## config.mk

```make
export PLATFORM = sky130hd
export DESIGN_NAME = crc32_blob_record_checker_unit
export DESIGN_NICKNAME = d
export VERILOG_FILES = /design/src/crcbrc_pkg.sv /design/src/crcbrc_front.sv /design/src/crcbrc_queue.sv /design/src/crcbrc_back.sv /design/src/crc32_blob_record_checker_unit.sv
export SDC_FILE = /design/constraint.sdc
export NUM_CORES = 1
export LEC_CHECK = 0
export ABC_CLOCK_PERIOD_IN_PS = 6800
export BUFFER_PORTS_ARGS = -buffer_cell sky130_fd_sc_hd__buf_2
export CAP_MARGIN = 0
export CORE_ASPECT_RATIO = 1.5
export CORE_UTILIZATION = 30
export DETAILED_ROUTE_END_ITERATION = 8
export SLEW_MARGIN = 20
export SYNTH_ARGS = -nofsm -noshare
export SYNTH_HDL_FRONTEND = slang
export SYNTH_SLANG_ARGS = --single-unit
```

## constraint.sdc

```tcl
create_clock -name clk -period 6.8 [get_ports clk]
set_clock_uncertainty 0.15 [all_clocks]
set_input_delay 1.02 -clock clk [delete_from_list [all_inputs] [get_ports clk]]
set_output_delay 1.02 -clock clk [all_outputs]
set_load 0.05 [all_outputs]
```

## src/crcbrc_pkg.sv

```systemverilog
// crcbrc_pkg: shared types, constants and the crc-32 byte update for the
// record checker. No dependencies.

package crcbrc_pkg;

    // record header layout and crc constants
    localparam int unsigned HDR_BYTES = 12;
    localparam logic [31:0] REC_MAGIC = 32'h424C_4143;
    localparam logic [31:0] CRC_POLY  = 32'hEDB8_8320;
    localparam logic [31:0] CRC_ONES  = 32'hFFFF_FFFF;

    // status codes
    localparam logic [1:0] STATUS_OK      = 2'd0;
    localparam logic [1:0] STATUS_SIZE    = 2'd1;
    localparam logic [1:0] STATUS_VERSION = 2'd2;
    localparam logic [1:0] STATUS_CRC     = 2'd3;

    // configuration register indexes
    localparam int unsigned CFG_IDX_W = 2;
    localparam logic [CFG_IDX_W-1:0] REG_EXPECTED_VERSION = 2'd0;
    localparam logic [CFG_IDX_W-1:0] REG_EXPECTED_LENGTH  = 2'd1;

    // summary queue between front and back
    localparam int unsigned QUEUE_DEPTH = 2;
    localparam int unsigned QPTR_W      = 1;
    localparam int unsigned QCNT_W      = 2;

    // per-record summary handed from front to back
    typedef struct packed {
        logic        size_err;
        logic [15:0] hdr_version;
        logic [15:0] hdr_length;
        logic [31:0] hdr_crc;
        logic [31:0] crc;
    } rec_sum_t;

    // reflected crc-32 update over one byte, eight shift steps
    function automatic logic [31:0] crc_byte(input logic [31:0] crc_in,
                                             input logic [7:0] data);
        logic [31:0] c;
        c = crc_in ^ {24'd0, data};
        for (int k = 0; k < 8; k++) begin
            c = (c >> 1) ^ (CRC_POLY & {32{c[0]}});
        end
        return c;
    endfunction

endpackage

```

## src/crcbrc_front.sv

```systemverilog
// crcbrc_front: takes record bytes, captures the header, runs the payload
// crc and builds a record summary on the last byte. Depends on crcbrc_pkg.

module crcbrc_front
    import crcbrc_pkg::*;
#(
    parameter int unsigned MAX_PAYLOAD = 256
)
(
    input  logic       clk,
    input  logic       rst_n,
    input  logic       byte_en,
    input  logic [7:0] data_byte,
    input  logic       last_byte,
    output logic       sum_push,
    output rec_sum_t   sum_data
);

    localparam int unsigned COUNT_SAT = HDR_BYTES + MAX_PAYLOAD + 1;
    localparam int unsigned CNT_W     = $clog2(COUNT_SAT + 1);

    logic [CNT_W-1:0] count_reg;
    logic [CNT_W-1:0] count_next;
    logic [31:0]      crc_reg;
    logic [31:0]      crc_next;
    logic [31:0]      crc_upd;
    logic [31:0]      magic_reg;
    logic [15:0]      version_reg;
    logic [15:0]      length_reg;
    logic [31:0]      hcrc_reg;
    logic             too_long;
    logic             too_short;
    logic             frame_bad;

    // saturating byte count and payload crc
    always_comb
    begin
        crc_upd    = crc_byte(crc_reg, data_byte);
        count_next = count_reg;
        crc_next   = crc_reg;
        if (byte_en)
        begin
            if (32'(count_reg) < COUNT_SAT)
            begin
                count_next = count_reg + CNT_W'(1);
            end
            if (32'(count_reg) >= HDR_BYTES)
            begin
                crc_next = crc_upd;
            end
        end
    end

    always_ff @(posedge clk or negedge rst_n)
    begin
        if (!rst_n)
        begin
            count_reg <= '0;
            crc_reg   <= CRC_ONES;
        end
        else if (byte_en && last_byte)
        begin
            count_reg <= '0;
            crc_reg   <= CRC_ONES;
        end
        else
        begin
            count_reg <= count_next;
            crc_reg   <= crc_next;
        end
    end

    // header capture, each header byte lands once per record
    always_ff @(posedge clk)
    begin
        if (byte_en)
        begin
            if (32'(count_reg) < 4)
            begin
                magic_reg[8*count_reg[1:0] +: 8] <= data_byte;
            end
            else if (32'(count_reg) < 6)
            begin
                version_reg[8*count_reg[0] +: 8] <= data_byte;
            end
            else if (32'(count_reg) < 8)
            begin
                length_reg[8*count_reg[0] +: 8] <= data_byte;
            end
            else if (32'(count_reg) < HDR_BYTES)
            begin
                hcrc_reg[8*count_reg[1:0] +: 8] <= data_byte;
            end
        end
    end

    // size and framing checks on the final count
    always_comb
    begin
        too_long  = 32'(count_next) > (HDR_BYTES + MAX_PAYLOAD);
        too_short = 32'(count_next) < HDR_BYTES;
        frame_bad = (magic_reg != REC_MAGIC)
                 || (32'(count_next) != (32'(length_reg) + HDR_BYTES));
    end

    // summary for the back end
    assign sum_push             = byte_en && last_byte;
    assign sum_data.size_err    = too_long || too_short || frame_bad;
    assign sum_data.hdr_version = version_reg;
    assign sum_data.hdr_length  = length_reg;
    assign sum_data.hdr_crc     = hcrc_reg;
    assign sum_data.crc         = ~crc_next;

endmodule

```

## src/crcbrc_queue.sv

```systemverilog
// crcbrc_queue: short queue of record summaries between front and back.
// Depends on crcbrc_pkg.

module crcbrc_queue
    import crcbrc_pkg::*;
(
    input  logic     clk,
    input  logic     rst_n,
    input  logic     push,
    input  rec_sum_t push_data,
    input  logic     pop,
    output rec_sum_t head_data,
    output logic     q_full,
    output logic     q_empty
);

    rec_sum_t            slot_reg [QUEUE_DEPTH];
    logic [QPTR_W-1:0]   wptr_reg;
    logic [QPTR_W-1:0]   wptr_next;
    logic [QPTR_W-1:0]   rptr_reg;
    logic [QPTR_W-1:0]   rptr_next;
    logic [QCNT_W-1:0]   count_reg;
    logic [QCNT_W-1:0]   count_next;
    logic                do_push;
    logic                do_pop;

    assign q_full    = (32'(count_reg) == QUEUE_DEPTH);
    assign q_empty   = (count_reg == '0);
    assign do_push   = push && !q_full;
    assign do_pop    = pop && !q_empty;
    assign head_data = slot_reg[rptr_reg];

    // pointer and occupancy update
    always_comb
    begin
        wptr_next  = wptr_reg;
        rptr_next  = rptr_reg;
        count_next = count_reg;
        if (do_push)
        begin
            wptr_next = (32'(wptr_reg) == QUEUE_DEPTH - 1) ? '0 : wptr_reg + QPTR_W'(1);
        end
        if (do_pop)
        begin
            rptr_next = (32'(rptr_reg) == QUEUE_DEPTH - 1) ? '0 : rptr_reg + QPTR_W'(1);
        end
        if (do_push && !do_pop)
        begin
            count_next = count_reg + QCNT_W'(1);
        end
        else if (do_pop && !do_push)
        begin
            count_next = count_reg - QCNT_W'(1);
        end
    end

    always_ff @(posedge clk or negedge rst_n)
    begin
        if (!rst_n)
        begin
            wptr_reg  <= '0;
            rptr_reg  <= '0;
            count_reg <= '0;
        end
        else
        begin
            wptr_reg  <= wptr_next;
            rptr_reg  <= rptr_next;
            count_reg <= count_next;
        end
    end

    // entry storage
    always_ff @(posedge clk)
    begin
        if (do_push)
        begin
            slot_reg[wptr_reg] <= push_data;
        end
    end

    // occupancy never exceeds the depth
    a_count_bound: assert property (@(posedge clk) disable iff (!rst_n)
        32'(count_reg) <= QUEUE_DEPTH)
        else $error("summary queue over depth");

    // empty queue has aligned pointers
    a_empty_ptrs: assert property (@(posedge clk) disable iff (!rst_n)
        (count_reg == '0) |-> (wptr_reg == rptr_reg))
        else $error("pointers differ while queue empty");

    // a lone push grows the occupancy by one
    a_push_grows: assert property (@(posedge clk) disable iff (!rst_n)
        (do_push && !do_pop) |=> (count_reg == $past(count_reg) + QCNT_W'(1)))
        else $error("push did not grow queue");

endmodule

```

## src/crcbrc_back.sv

```systemverilog
// crcbrc_back: decides the record status from a summary and the expected
// values, and holds the result register. Depends on crcbrc_pkg.

module crcbrc_back
    import crcbrc_pkg::*;
#(
    parameter int unsigned MAX_PAYLOAD = 256
)
(
    input  logic        clk,
    input  logic        rst_n,
    input  logic [15:0] expected_version,
    input  logic [8:0]  expected_length,
    input  logic        head_valid,
    input  rec_sum_t    head_data,
    output logic        head_pop,
    input  logic        pop,
    output logic        empty,
    output logic [1:0]  status,
    output logic [31:0] computed_crc
);

    logic        out_valid_reg;
    logic [1:0]  status_reg;
    logic [31:0] crc_reg;
    logic [1:0]  status_next;
    logic        bad_expected;

    // status in priority order
    always_comb
    begin
        bad_expected = (expected_length == '0)
                    || (32'(expected_length) > MAX_PAYLOAD);
        if (bad_expected || head_data.size_err)
        begin
            status_next = STATUS_SIZE;
        end
        else if (head_data.hdr_version != expected_version)
        begin
            status_next = STATUS_VERSION;
        end
        else if (head_data.hdr_length != 16'(expected_length))
        begin
            status_next = STATUS_SIZE;
        end
        else if (head_data.crc != head_data.hdr_crc)
        begin
            status_next = STATUS_CRC;
        end
        else
        begin
            status_next = STATUS_OK;
        end
    end

    // load a new result when the register is free or being taken
    assign head_pop = head_valid && (!out_valid_reg || pop);

    always_ff @(posedge clk or negedge rst_n)
    begin
        if (!rst_n)
        begin
            out_valid_reg <= 1'b0;
        end
        else if (head_pop)
        begin
            out_valid_reg <= 1'b1;
        end
        else if (pop)
        begin
            out_valid_reg <= 1'b0;
        end
    end

    always_ff @(posedge clk)
    begin
        if (head_pop)
        begin
            status_reg <= status_next;
            crc_reg    <= head_data.crc;
        end
    end

    assign empty        = !out_valid_reg;
    assign status       = status_reg;
    assign computed_crc = crc_reg;

endmodule

```

## src/crc32_blob_record_checker_unit.sv

```systemverilog
// crc32_blob_record_checker_unit: top level of the record checker, holds the
// configuration registers. Depends on crcbrc_pkg, crcbrc_front, crcbrc_queue,
// crcbrc_back.
//
//  channel   handshake                  payload
//  -------   -------------------------  ---------------------------------
//  input     push / full                data_byte[7:0], last_byte
//  result    pop / empty                status[1:0], computed_crc[31:0]
//  config    cfg_valid / cfg_ready      cfg_index[1:0], cfg_data[15:0]
//
//  one byte per cycle unless the queue is full; header capture and eight-bit
//  crc update sit in a single front stage. a result passes a queue entry, then
//  the result register. the two-entry summary queue and the result register
//  let input keep flowing while results wait. reset clears counters, crc and
//  queue state at once; no clearing pass. cfg_ready is always high.

module crc32_blob_record_checker_unit
    import crcbrc_pkg::*;
#(
    parameter int unsigned MAX_PAYLOAD = 256
)
(
    input  logic                 clk,
    input  logic                 rst_n,
    input  logic                 push,
    output logic                 full,
    input  logic [7:0]           data_byte,
    input  logic                 last_byte,
    input  logic                 pop,
    output logic                 empty,
    output logic [1:0]           status,
    output logic [31:0]          computed_crc,
    input  logic                 cfg_valid,
    output logic                 cfg_ready,
    input  logic [CFG_IDX_W-1:0] cfg_index,
    input  logic [15:0]          cfg_data
);

    logic [15:0] exp_version_reg;
    logic [8:0]  exp_length_reg;
    logic        byte_en;
    logic        sum_push;
    rec_sum_t    sum_data;
    rec_sum_t    head_data;
    logic        q_full;
    logic        q_empty;
    logic        head_pop;

    // configuration writes
    assign cfg_ready = 1'b1;

    always_ff @(posedge clk or negedge rst_n)
    begin
        if (!rst_n)
        begin
            exp_version_reg <= 16'd0;
            exp_length_reg  <= 9'd1;
        end
        else if (cfg_valid && cfg_ready)
        begin
            case (cfg_index)
                REG_EXPECTED_VERSION: exp_version_reg <= cfg_data;
                REG_EXPECTED_LENGTH:  exp_length_reg  <= cfg_data[8:0];
                default: ;
            endcase
        end
    end

    // input transaction
    assign full    = q_full;
    assign byte_en = push && !q_full;

    crcbrc_front #(
        .MAX_PAYLOAD (MAX_PAYLOAD)
    ) u_front (
        .clk       (clk),
        .rst_n     (rst_n),
        .byte_en   (byte_en),
        .data_byte (data_byte),
        .last_byte (last_byte),
        .sum_push  (sum_push),
        .sum_data  (sum_data)
    );

    crcbrc_queue u_queue (
        .clk       (clk),
        .rst_n     (rst_n),
        .push      (sum_push),
        .push_data (sum_data),
        .pop       (head_pop),
        .head_data (head_data),
        .q_full    (q_full),
        .q_empty   (q_empty)
    );

    crcbrc_back #(
        .MAX_PAYLOAD (MAX_PAYLOAD)
    ) u_back (
        .clk              (clk),
        .rst_n            (rst_n),
        .expected_version (exp_version_reg),
        .expected_length  (exp_length_reg),
        .head_valid       (!q_empty),
        .head_data        (head_data),
        .head_pop         (head_pop),
        .pop              (pop),
        .empty            (empty),
        .status           (status),
        .computed_crc     (computed_crc)
    );

endmodule

```

* Word level (Yosys, flattened, before mapping)
Memory sizes are Yosys's and may differ from the RTL's.
Index checks and enable logic that the tools add are counted.
** Storage, ports and cells
- Output and inout port bits :: 37
- Memories kept :: 1
- Memory bits (writable) :: 194
- Flip-flop bits (word level) :: 201
- Bits of input ports :: 32
** Memory list
- u_queue.slot_reg :: words 2, width 97, read ports 1, clocked after Yosys merged registers in 0, write ports 1, RTL line crcbrc_queue.sv:17 : rec_sum_t slot_reg [QUEUE_DEPTH];
** Cells by class
- Shifts and indexed selects :: 4
- Bitwise operators :: 13
- Reductions and logical operators :: 29
- Equality and inequality tests :: 7
- Magnitude comparators :: 9
- Muxes and demuxes :: 21
- Add/sub/neg operators :: 8
** Operators by type and width (number)
- 31-bit by 32-bit XOR with 32-bit output :: 8
- 32-bit two-way mux :: 3
- 32-bit bitwise mux :: 2
- 4-bit negator with 34-bit output :: 1
- 5-bit negator with 34-bit output :: 1
- 8-bit by 34-bit variable shift with 16-bit output (first input constant) :: 1
- 8-bit by 34-bit variable shift with 32-bit output (first input constant) :: 1
- 8-bit by 34-bit indexed part select with 16-bit output :: 1
- 8-bit by 34-bit indexed part select with 32-bit output :: 1
- 16-bit bitwise mux :: 2
- 32-bit by 31-bit inequality test with 1-bit output (second input constant) :: 1
- 32-bit inequality test :: 1
- 9-bit by 32-bit inequality test with 1-bit output :: 1
- 32-bit NOT :: 1
- 32-bit by 8-bit XOR with 32-bit output :: 1
- 9-bit by 4-bit less-than comparator with 1-bit output (second input constant) :: 3
- 9-bit two-way mux :: 3
- 9-bit > comparator (second input constant) :: 2
- 9-bit by 3-bit less-than comparator with 1-bit output (second input constant) :: 2
- 16-bit by 4-bit adder with 17-bit output (second input constant) :: 1
- 16-bit inequality test :: 1
- 16-bit by 9-bit inequality test with 1-bit output :: 1
- 2-bit two-way mux :: 5
- 9-bit by 1-bit adder with 9-bit output (second input constant) :: 1
- other kinds (19) :: 46

* Depth between registers and ports, before layout
Gate-level depths: netlist of run 1.
- Word-level depth :: 12
- Gate-level depth with buffers :: 9
- Gate-level depth less buffers :: 9

* By module
Synthesis of run 1 repeated with hierarchy kept, for this count alone.
** Second synthesis, totals
- Cell total of the unflattened synthesis :: 1039
- Area total of the unflattened synthesis :: 16508.3 um2
** By module, submodules not included
- crcbrc_queue :: cells an instance 321, area an instance 7269.5 um2, seq. area each 5925.7 um2, instances 1
- crcbrc_front :: cells an instance 534, area an instance 6487.5 um2, seq. area each 3948.8 um2, instances 1
- crcbrc_back :: cells an instance 127, area an instance 1776.7 um2, seq. area each 1046.0 um2, instances 1
- crc32_blob_record_checker_unit :: cells an instance 57, area an instance 974.7 um2, seq. area each 626.9 um2, instances 1

* Worst setup path before layout of run 1
OpenSTA, ideal clock, no wires.
- Path type :: in2reg
- Start :: input push
- End :: memory u_queue.slot_reg[0][0] (netlist bit), enable pin
- Cell stages on the path :: 4
- Slack :: 459 ps
- Library setup time :: 554 ps
- Path buffers :: 0
- Data arrival time :: 5637 ps
- Cell sequence :: inv_1 > nor2_2 > nand2_1 > nor2_1
** On the way
- Cells in the longest elaborated chain, start to end :: 5
** RTL lines
- start: declaration :: RTL line crc32_blob_record_checker_unit.sv:25 : input logic push,
- 1-bit logical AND :: RTL line crc32_blob_record_checker_unit.sv:71 : assign byte_en = push && !q_full;
- 1-bit logical AND :: RTL line crcbrc_front.sv:107 : assign sum_push = byte_en && last_byte;
- 1-bit logical AND :: RTL line crcbrc_queue.sv:29 : assign do_push = push && !q_full;
- 1-bit two-way mux :: RTL line crcbrc_queue.sv:76 : if (do_push)
- 1-bit two-way mux (not written as such) :: RTL line crcbrc_queue.sv:78 : slot_reg[wptr_reg] <= push_data;
- end: declaration :: RTL line crcbrc_queue.sv:17
No other way between the ends.

==> impl_metrics.csv, run 1 <==
group,metric,value,unit
synthesis,yosysMostFrequentCell,"sky130_fd_sc_hd__edfxtp_1",
worst_setup_path,rr_endpoint,"u_back.status[0]",
global_route,grt_util_met3,1.68,%
clock_network,clk_pin_slew_worst_paths,70,ps
worst_setup_path,worst_path_fanout_max,60,
synthesis,synth_top_cell_area_share,59.0,%
clock_network,ctsRootBufferMaster,"sky130_fd_sc_hd__clkbuf_16",
global_route,use_met1,14.3,%
die,chipWidth,193,microns
finish,synthToLayoutAreaGrowth,13.7,%
placed_design,place_ws,2810,ps
worst_setup_path,critPathLaunchType,"register",
worst_setup_path,setup.worst_path.end,"u_back.status[0]",
clock_network,cts_tree,"done",
worst_setup_path,reg2reg_depth,7,
synthesis,ff_latch_count_synth,395,
timing,fin_crit,3880,ps
placed_design,buffer_ports.inserted,67,
finish,largest_register_ffs,194,
global_route,grt_util_all_layers,13.4,%
drt,drt-vias-per-instance,4.68,
worst_setup_path,crit_path_end_kind,"register",
timing,timing_max_transition_violations_final,0,
timing,setup-violations-final,0,
drt,drt_iter0_drc,525,
timing,slew-limit-headroom,31.0,%
placed_design,place_hpwl,26600,microns
finish,fraction_of_final_layout_cells_sized_beyond_drive_strength_1,21.8,%
worst_setup_path,criticalPathCategory,"register to register",
clock_network,cts.sink_count,395,
placed_design,place.gp.congestion,0.873,
synthesis,synth_edf_count,324,
global_route,antenna_found_initial,0,
synthesis,synth-main-ff-cell,"sky130_fd_sc_hd__edfxtp_1",
die,start_util,30.5,%
drt,wirelength,37300,microns
clock_network,cts_repair_resize_count,0,
synthesis,post-synth-top-area-cell,"sky130_fd_sc_hd__edfxtp_1",
die,placement_rows,104,
power,power.density_cell_area,374,nW/um^2
status,status,"finished with violations",
power,power.leakage,6.65,nW
timing,finalHoldViolations,0,
finish,num-nets-final,1176,
synthesis,netlist_top_cells_count,"sky130_fd_sc_hd__edfxtp_1 (324), sky130_fd_sc_hd__xnor2_1 (111), sky130_fd_sc_hd__nor2_1 (75), sky130_fd_sc_hd__nand2_1 (71), sky130_fd_sc_hd__mux2i_1 (66)",
synthesis,post_synth_inst_count,1061,
clock_network,cts_hold_buffers,0,
finish,final-instance-count-excl-fill,1854,
synthesis,synth.avg_cell_area,15.5,sq um
finish,num_antenna_cells,0,
timing,unrepaired_setup_endpoints_after_global_routing,"false",
min_path,hold_path_class,"register to register",
synthesis,synthesis.area,16500,sq um
worst_setup_path,rrSetupSlack,2920,ps
placed_design,dp_cells,1788,
drt,dr.pass1.iters,7,
timing,hold-worst-slack,301,ps
timing,max_freq,258,MHz
drt,vias,8677,
timing,finalSetupTns,0,ps
die,chipHeight,289,microns
min_path,hold_start,"u_front.hcrc_reg[21]",
synthesis,netlist-cell-type-count,73,
synthesis,synth-seq-area-share,70.1,%
worst_setup_path,worstPathArrival,4020,ps
power,power.ir.vdd_worst,0.150,mV
status,failing_checks,"DRC",
global_route,grt_max_degree,72,
finish,layout.filler_cells,5130,
synthesis,postSynthNetCount,1100,
clock_network,cts_inserted_buffers,36,
synthesis,yosysWarningCount,0,
finish,final_core_utilization,34.7,%
timing,worst_slack,2920,ps
drt,detail_route.wl_per_cell,20.1,microns
clock_network,cts_setup_buffers,0,
clock_network,clock_tree.buffer_depth,3,
global_route,grt_first_pass_wirelength,55900,microns
worst_setup_path,critical_path_required,6940,ps
die,design.die.area,55900,sq um
worst_setup_path,critPathLaunch,"u_queue.rptr_reg",
drt,drc_errors,5,
synthesis,synth.top_cells.by_area,"sky130_fd_sc_hd__edfxtp_1 (59%), sky130_fd_sc_hd__xnor2_1 (5.9%), sky130_fd_sc_hd__dfrtp_1 (5.8%)",
global_route,overflow,0,
global_route,first_global_vias,8978,
drt,route.antenna.remaining_nets,0,
clock_network,clk-insertion-delay-late,540,ps
die,placeable_area,54000,sq um
die,top_level_ports,69,
clock_network,h-tree-depth,2,
global_route,gr-max-usage-layer,"met2",
global_route,gr-usage-met2,26.5,%
run,maxCapViolCount,0,
worst_setup_path,worstReg2RegStart,"u_queue.rptr_reg",
synthesis,fraction_of_synthesis_flops_using_an_asynchronous_set_or_reset_pin,18.0,%
timing,worst-slew-pin-transition,1030,ps
timing,final.period_utilization,57.1,%
[cell families after synthesis]
kind of cell / share of synthesized area, %
DFF: 70.1
and+or+nand+nor: 7.22
xor gates and xnor gates: 9.11
muxes: 7.90
AOI/OAI and AO/OA: 3.11
buffers and inverters: 2.03
adders and majority gates: 0.531
other: 0.0228
[final cells by class]
cell class              instances  area (sq um)  share of cell area [%]
clock buffers                  49          1000                    5.34
clock inverters                17           189                    1.01
inverters                      27           101                   0.541
multi-input cells             601          4620                    24.7
flip-flops and latches        395         11600                    61.7
well taps                     689           862                    4.60
repair buffers                 76           409                    2.18
[per-stage QoR]
| stage | instance area [sq um] | total power [mW] |
|---|---|---|
| finish | 18700 | 7.00 |
| global placement | 17500 | 5.01 |
| floorplan | 16500 | 4.57 |
| CTS | 18700 | 7.08 |
| detailed placement | 17500 | 5.03 |
| global route | 18700 | 7.29 |
[cell usage in the layout, fill, tap and decap left out, drive strengths merged, types with 6 or more instances in the layout]
cell,n
nor3,7
nand2,72
nand4,10
a21oi,25
nand3,15
clkbuf,49
ha,7
dfstp,33
mux2,57
dfrtp,38
inv,29
clkinv,12
nor2,77
xnor2,117
o21ai,8
xor2,31
mux2i,66
and2,9
nor4,26
buf,76
xnor3,6
edfxtp,324
[how the worst min path moves through the flow]
stage,endpoint,cells past startpoint
after global routing,u_queue.slot_reg[0][62],0
final,u_queue.slot_reg[1][53],0
after global placement,u_queue.slot_reg[0][53],0
after detailed placement,u_queue.slot_reg[1][62],0
after CTS,u_queue.slot_reg[0][50],0
after floorplan,u_queue.slot_reg[0][32],0
[metal layers]
| metal | vias to the layer above | routed length [microns] | part of all wire, % |
|---|---|---|---|
| met5 | - | 0 | 0 |
| met4 | 0 | 1290 | 3.5 |
| met2 | 195 | 21000 | 56 |
| li1 | 4040 | - | - |
| met1 | 4375 | 13900 | 37 |
| met3 | 67 | 1070 | 2.9 |
[power by group]
group / internal, mW / switching (mW) / total, mW
sequential: 3.04 / 0.190 / 3.23
clock: 1.16 / 0.892 / 2.05
combinational: 0.582 / 1.13 / 1.71
[worst max-delay path: stages (launching register included)]
cell,delay [ps]
sky130_fd_sc_hd__dfrtp_4,760
sky130_fd_sc_hd__buf_4,830
sky130_fd_sc_hd__mux2_2,440
sky130_fd_sc_hd__xnor2_1,130
sky130_fd_sc_hd__nor4_1,430
sky130_fd_sc_hd__nand4_1,250
sky130_fd_sc_hd__or3_1,390
sky130_fd_sc_hd__a21o_1,180
Power figures use the tool's default switching activity.
==> run 2: changes to the inputs <==
ABC_CLOCK_PERIOD_IN_PS = 3800   (was 6800)
clock period = 3.8 ns   (was 6.8 ns; I/O delays follow)
==> run 2 against run 1 <==
  * The run still ends with DRC left
  * Non-clock buffer count grew 15
  * Sequential power grew 78%
  * First-iteration DRC count grew 5.5%
  * Register-to-register slack lost 2200 ps
  * Largest cell class unchanged
  * Largest power group unchanged
==> impl_metrics.csv, run 2 (synthesized netlist as in run 1, its figures left out) <==
group,metric,value,unit
power,power.density_cell_area,680,nW/um^2
timing,unrepaired_setup_endpoints_after_global_routing,"false",
power,cell_internal_power_dissipation,8.93,mW
power,switching_power,4.08,mW
drt,drt_iter0_drc,554,
finish,layout_common_cells,"sky130_fd_sc_hd__edfxtp_1 (324), sky130_fd_sc_hd__xnor2_1 (111), sky130_fd_sc_hd__nor2_1 (74), sky130_fd_sc_hd__nand2_1 (71)",
finish,synthToLayoutAreaGrowth,16.1,%
timing,setup-violations-final,0,
power,combinational_power_share,25.0,%
die,start_util,30.5,%
timing,finalSetupTns,0,ps
global_route,grt_util_all_layers,13.4,%
clock_network,cts_setup_buffers,0,
die,chipHeight,289,microns
power,power.leakage,6.82,nW
worst_setup_path,rrSetupSlack,680,ps
worst_setup_path,cell_at_the_slowest_stage_of_the_critical_path,"sky130_fd_sc_hd__o21ai_1",
timing,timing_max_transition_violations_final,0,
finish,final_common_cell,"sky130_fd_sc_hd__edfxtp_1",
finish,num-nets-final,1193,
finish,fraction_of_final_layout_cells_sized_beyond_drive_strength_1,23.3,%
clock_network,ctsRootBufferMaster,"sky130_fd_sc_hd__clkbuf_16",
drt,drc_errors,4,
drt,drt-vias-per-instance,4.63,
global_route,grt_max_degree,72,
die,placeable_area,54000,sq um
drt,wirelength,37000,microns
worst_setup_path,worst_path_fanout_max,11,
clock_network,clk_pin_slew_worst_paths,70,ps
clock_network,cts_repair_resize_count,0,
status,failing_checks,"DRC",
die,placement_rows,104,
timing,slew-limit-headroom,45.1,%
worst_setup_path,worstPathArrival,3270,ps
timing,fin_crit,3120,ps
clock_network,clock_tree.buffer_depth,3,
global_route,overflow,0,
worst_setup_path,crit_path_end_kind,"register",
timing,finalHoldViolations,0,
global_route,antenna_found_initial,2,
status,status,"finished with violations",
clock_network,cts_inserted_buffers,38,
clock_network,h-tree-depth,2,
worst_setup_path,critPathLaunch,"u_front.count_reg[5]",
timing,worst-slew-pin-transition,820,ps
worst_setup_path,worstReg2RegStart,"u_front.count_reg[5]",
worst_setup_path,setup.worst_path.end,"u_queue.slot_reg[0][96]",
min_path,min_delay_path_depth,2,
clock_network,cts.sink_count,395,
power,switching_share,31.4,%
global_route,grt_first_pass_wirelength,55700,microns
drt,dr.pass1.iters,9,
drt,route.antenna.remaining_nets,0,
placed_design,area_after_detailed_placement,17700,sq um
finish,final-instance-count-excl-fill,1872,
die,chipWidth,193,microns
drt,detail_route.wl_per_cell,19.8,microns
worst_setup_path,rr_endpoint,"u_queue.slot_reg[0][96]",
worst_setup_path,cp_cell_sequence,"or4_4 > o21ai_1 > a311oi_1 > o22ai_1 > nor4_1 > o2111ai_1",
placed_design,dp_cells,1801,
worst_setup_path,criticalPathCategory,"register to register",
timing,hold-worst-slack,101,ps
placed_design,buffer_ports.inserted,67,
clock_network,clk-insertion-delay-late,550,ps
clock_network,cts_tree,"done",
finish,largest_register_ffs,194,
min_path,hold_path_class,"input pin to register",
run,maxCapViolCount,0,
worst_setup_path,critical_path_required,3950,ps
worst_setup_path,reg2reg_depth,6,
timing,final.period_utilization,82.1,%
power,pwr-share-seq,44.2,%
worst_setup_path,critPathLaunchType,"register",
power,power.ir.vdd_worst,0.300,mV
finish,layout.cell_area.non_filler,19100,sq um
timing,max_freq,320,MHz
placed_design,place.gp.congestion,0.854,
power,power,13.0,mW
drt,vias,8674,
die,top_level_ports,69,
die,design.die.area,55900,sq um
placed_design,place_hpwl,27200,microns
global_route,first_global_vias,9225,
power,p_clk_share,30.8,%
worst_setup_path,cp_slowest_stage_delay,670,ps
finish,num_antenna_cells,0,
-- run 2: cell types whose count changed in the layout (fill, tap and decap cells not counted), sizes merged --
| cell | previous run | this run |
|---|---|---|
| clkbuf | 49 | 41 |
| dlygate4sd3 | 0 | 1 |
| bufinv | 3 | 7 |
| buf | 76 | 90 |
| clkinvlp | 0 | 4 |
| clkinv | 12 | 18 |
| inv | 29 | 26 |
-- run 2: power groups by stage --
stage                     clock (mW)  sequential (mW)  combinational [mW]
final                           4.01             5.74                3.26
after global routing            4.25             5.80                3.51
after CTS                       4.10             5.77                3.31
after detailed placement           0             5.86                3.30
after global placement             0             5.84                3.28
after floorplan                    0             6.22                1.94
-- run 2: how the worst min path moves through the flow --
stage                              start                       to  slack, ps
finish                      cfg_data[12]      exp_version_reg[12]        100
global route                cfg_data[12]      exp_version_reg[12]         90
CTS                                rst_n        exp_length_reg[8]         50
detailed placement  u_front.hcrc_reg[21]  u_queue.slot_reg[0][53]        280
global placement    u_front.hcrc_reg[21]  u_queue.slot_reg[0][53]        280
floorplan                          rst_n        exp_length_reg[1]        120
-- run 2: critical path, delay by kind of cell, from the launching register on --
kind	cells	cell delay, ps
DFF	1	490
AOI/OAI and AO/OA	4	1560
and+or+nand+nor	2	700
-- run 2: per-layer routing --
layer	share of wire, %	track usage, %
met2	56	26.4
met5	0	0
met4	3.6	5.40
met1	37	14.2
met3	3.1	1.80
-- run 2: final cells by class --
| class | count | area, sq um |
|---|---|---|
| well taps | 689 | 862 |
| clock buffers | 41 | 962 |
| multi-input cells | 601 | 4610 |
| repair buffers | 91 | 653 |
| clock inverters | 28 | 388 |
| fillers | 5055 | 34900 |
| flip-flops and latches | 395 | 11600 |
| inverters | 27 | 101 |
-- run 2: timing repair --
action	CTS	global route
hold endpoints to repair	0	24
endpoints found under the setup margin	0	0
hold buffers	0	1
-- run 2: through the flow --
stage	utilization, %	setup slack [ps]
after CTS	35.4	626
after global placement	32.9	664
after floorplan	-	542
after detailed placement	32.9	625
after global routing	35.4	479
final	35.4	679
==> run 3: changes to the inputs <==
ABC_CLOCK_PERIOD_IN_PS = 2800   (was 3800)
clock period = 2.8 ns   (was 3.8 ns; I/O delays follow)
==> run 3 against run 2 <==
  * The run ends with DRC, setup timing left
  * Critical path type unchanged
  * Flip-flop and latch count unchanged
  * Final cell count grew 5.9%
  * Largest cell class unchanged
  * Utilization rose by 1.6 points
  * Die area unchanged
  * Power increased by 36%
  * Routed wire length increased by 2.5%
==> impl_metrics.csv, run 3 (synthesized netlist as in run 1, its figures left out) <==
group,metric,value,unit
status,status,"finished with violations",
status,failing_checks,"DRC, setup timing",
drt,drc_errors,6,
global_route,antenna_found_initial,1,
finish,num-nets-final,1306,
worst_setup_path,worstPathArrival,3050,ps
power,switching_power,5.61,mW
timing,unrepaired_setup_endpoints_after_global_routing,"true",
clock_network,cts_inserted_buffers,36,
die,placeable_area,54000,sq um
finish,final-instance-count-excl-fill,1982,
drt,drt_iter0_drc,504,
worst_setup_path,rrSetupSlack,-120,ps
finish,synthToLayoutAreaGrowth,21.4,%
global_route,grt_util_all_layers,13.7,%
power,cell_internal_power_dissipation,12.1,mW
finish,largest_register_ffs,194,
global_route,overflow,0,
placed_design,place_hpwl,28300,microns
min_path,hold_path_class,"input pin to register",
placed_design,dp_cells,1896,
power,power.leakage,7.33,nW
power,power.ir.vdd_worst,0.393,mV
drt,wirelength,38000,microns
die,top_level_ports,69,
timing,finalHoldViolations,0,
power,switching_share,31.7,%
global_route,grt_first_pass_wirelength,57500,microns
power,combinational_power_share,30.0,%
clock_network,ctsRootBufferMaster,"sky130_fd_sc_hd__clkbuf_16",
drt,vias,9084,
die,placement_rows,104,
die,start_util,30.5,%
clock_network,clk-insertion-delay-late,530,ps
timing,worst-slew-pin-transition,674,ps
finish,fraction_of_final_layout_cells_sized_beyond_drive_strength_1,29.4,%
worst_setup_path,reg2reg_depth,9,
clock_network,clock_tree.buffer_depth,3,
drt,drt-vias-per-instance,4.58,
timing,fin_crit,2920,ps
finish,layout_common_cells,"sky130_fd_sc_hd__edfxtp_1 (324), sky130_fd_sc_hd__xnor2_1 (109), sky130_fd_sc_hd__buf_4 (103), sky130_fd_sc_hd__nor2_1 (74), sky130_fd_sc_hd__nand2_1 (70)",
timing,final.period_utilization,104,%
die,chipWidth,193,microns
min_path,min_delay_path_depth,3,
finish,num_antenna_cells,0,
die,chipHeight,289,microns
min_path,hold_start,"pop",
timing,timing_max_transition_violations_final,0,
run,maxCapViolCount,0,
worst_setup_path,worst_path_fanout_max,7,
timing,worst_slack,-118,ps
clock_network,h-tree-depth,2,
worst_setup_path,critical_path_required,2940,ps
clock_network,clk_pin_slew_worst_paths,60,ps
global_route,first_global_vias,9722,
power,pwr-share-seq,43.6,%
placed_design,place.gp.congestion,0.918,
drt,dr.pass1.iters,8,
power,p_clk_share,26.4,%
placed_design,buffer_ports.inserted,67,
clock_network,cts.sink_count,395,
worst_setup_path,critPathLaunchType,"register",
clock_network,cts_tree,"done",
timing,max_freq,343,MHz
placed_design,place_ws,-268,ps
global_route,grt_max_degree,47,
power,power.density_cell_area,884,nW/um^2
drt,route.antenna.remaining_nets,0,
worst_setup_path,critPathLaunch,"u_queue.rptr_reg",
timing,finalSetupTns,-118,ps
worst_setup_path,worstReg2RegStart,"u_queue.rptr_reg",
finish,final_common_cell,"sky130_fd_sc_hd__edfxtp_1",
worst_setup_path,criticalPathCategory,"register to register",
worst_setup_path,crit_path_end_kind,"register",
timing,slew-limit-headroom,55.1,%
die,design.die.area,55900,sq um
drt,detail_route.wl_per_cell,19.2,microns
timing,setup-violations-final,1,
[run 3: worst paths after layout]
kind | endpoint
min | u_back.out_valid_reg
max in group asynchronous | u_front.crc_reg[11]
max | u_back.status[0]
max reg2reg | u_back.status[0]
min in group asynchronous | u_queue.rptr_reg
min reg2reg | u_queue.slot_reg[0][53]
[run 3: power by group through the flow]
stage	Clock (mW)	Sequential (mW)	Combinational, mW
2_1_floorplan	0	8.44	2.67
3_3_place_gp	0	7.86	5.01
3_5_place_dp	0	7.88	5.03
4_1_cts	4.80	7.72	5.34
5_1_grt	5.01	7.77	5.67
6_report	4.67	7.70	5.31
[run 3: cell type report]
class                      instances  area (sq um)
clock inverter                    23           185
sequential                       395         11600
timing repair buffer             206          1630
clock buffer                      41           920
multi-input combinational        601          4750
fill                            4991         34000
inverter                          27           109
tap                              689           862
[run 3: critical path: stages, from the launching register on]
cell and delay [ps]:
sky130_fd_sc_hd__dfrtp_4 490, sky130_fd_sc_hd__buf_4 150, sky130_fd_sc_hd__buf_4 160, sky130_fd_sc_hd__buf_4 160
sky130_fd_sc_hd__mux2_2 290, sky130_fd_sc_hd__xnor2_1 130, sky130_fd_sc_hd__nor4_1 320, sky130_fd_sc_hd__nand4_1 260
sky130_fd_sc_hd__or3_1 400, sky130_fd_sc_hd__a21o_1 160
[run 3: metal layers]
metal	global-route usage, %	vias up	share of wire, %
met4	5.22	0	3.3
met2	27.9	188	57
met5	0	-	0
met1	14.0	4538	36
li1	-	4291	-
met3	1.89	67	3.3
[run 3: through the flow]
| stage | instance area [sq um] | utilization, % | total power, mW | hold slack (ps) |
|---|---|---|---|---|
| floorplan | 16500 | - | 11.1 | -25.6 |
| global placement | 18500 | 34.3 | 12.9 | 276 |
| detailed placement | 18500 | 34.3 | 12.9 | 280 |
| CTS | 20000 | 37.0 | 17.9 | 2.76 |
| global route | 20000 | 37.1 | 18.5 | 8.64 |
| finish | 20000 | 37.1 | 17.7 | 17.0 |
[run 3: repair_timing]
| action | CTS | global route |
|---|---|---|
| gates resized for setup | 17 | 9 |
| pin swaps | 7 | 3 |
| hold buffers | 16 | 0 |
| endpoints found under the setup margin | 1 | 4 |
| hold endpoints to repair | 47 | 0 |
| setup buffers | 6 | 0 |
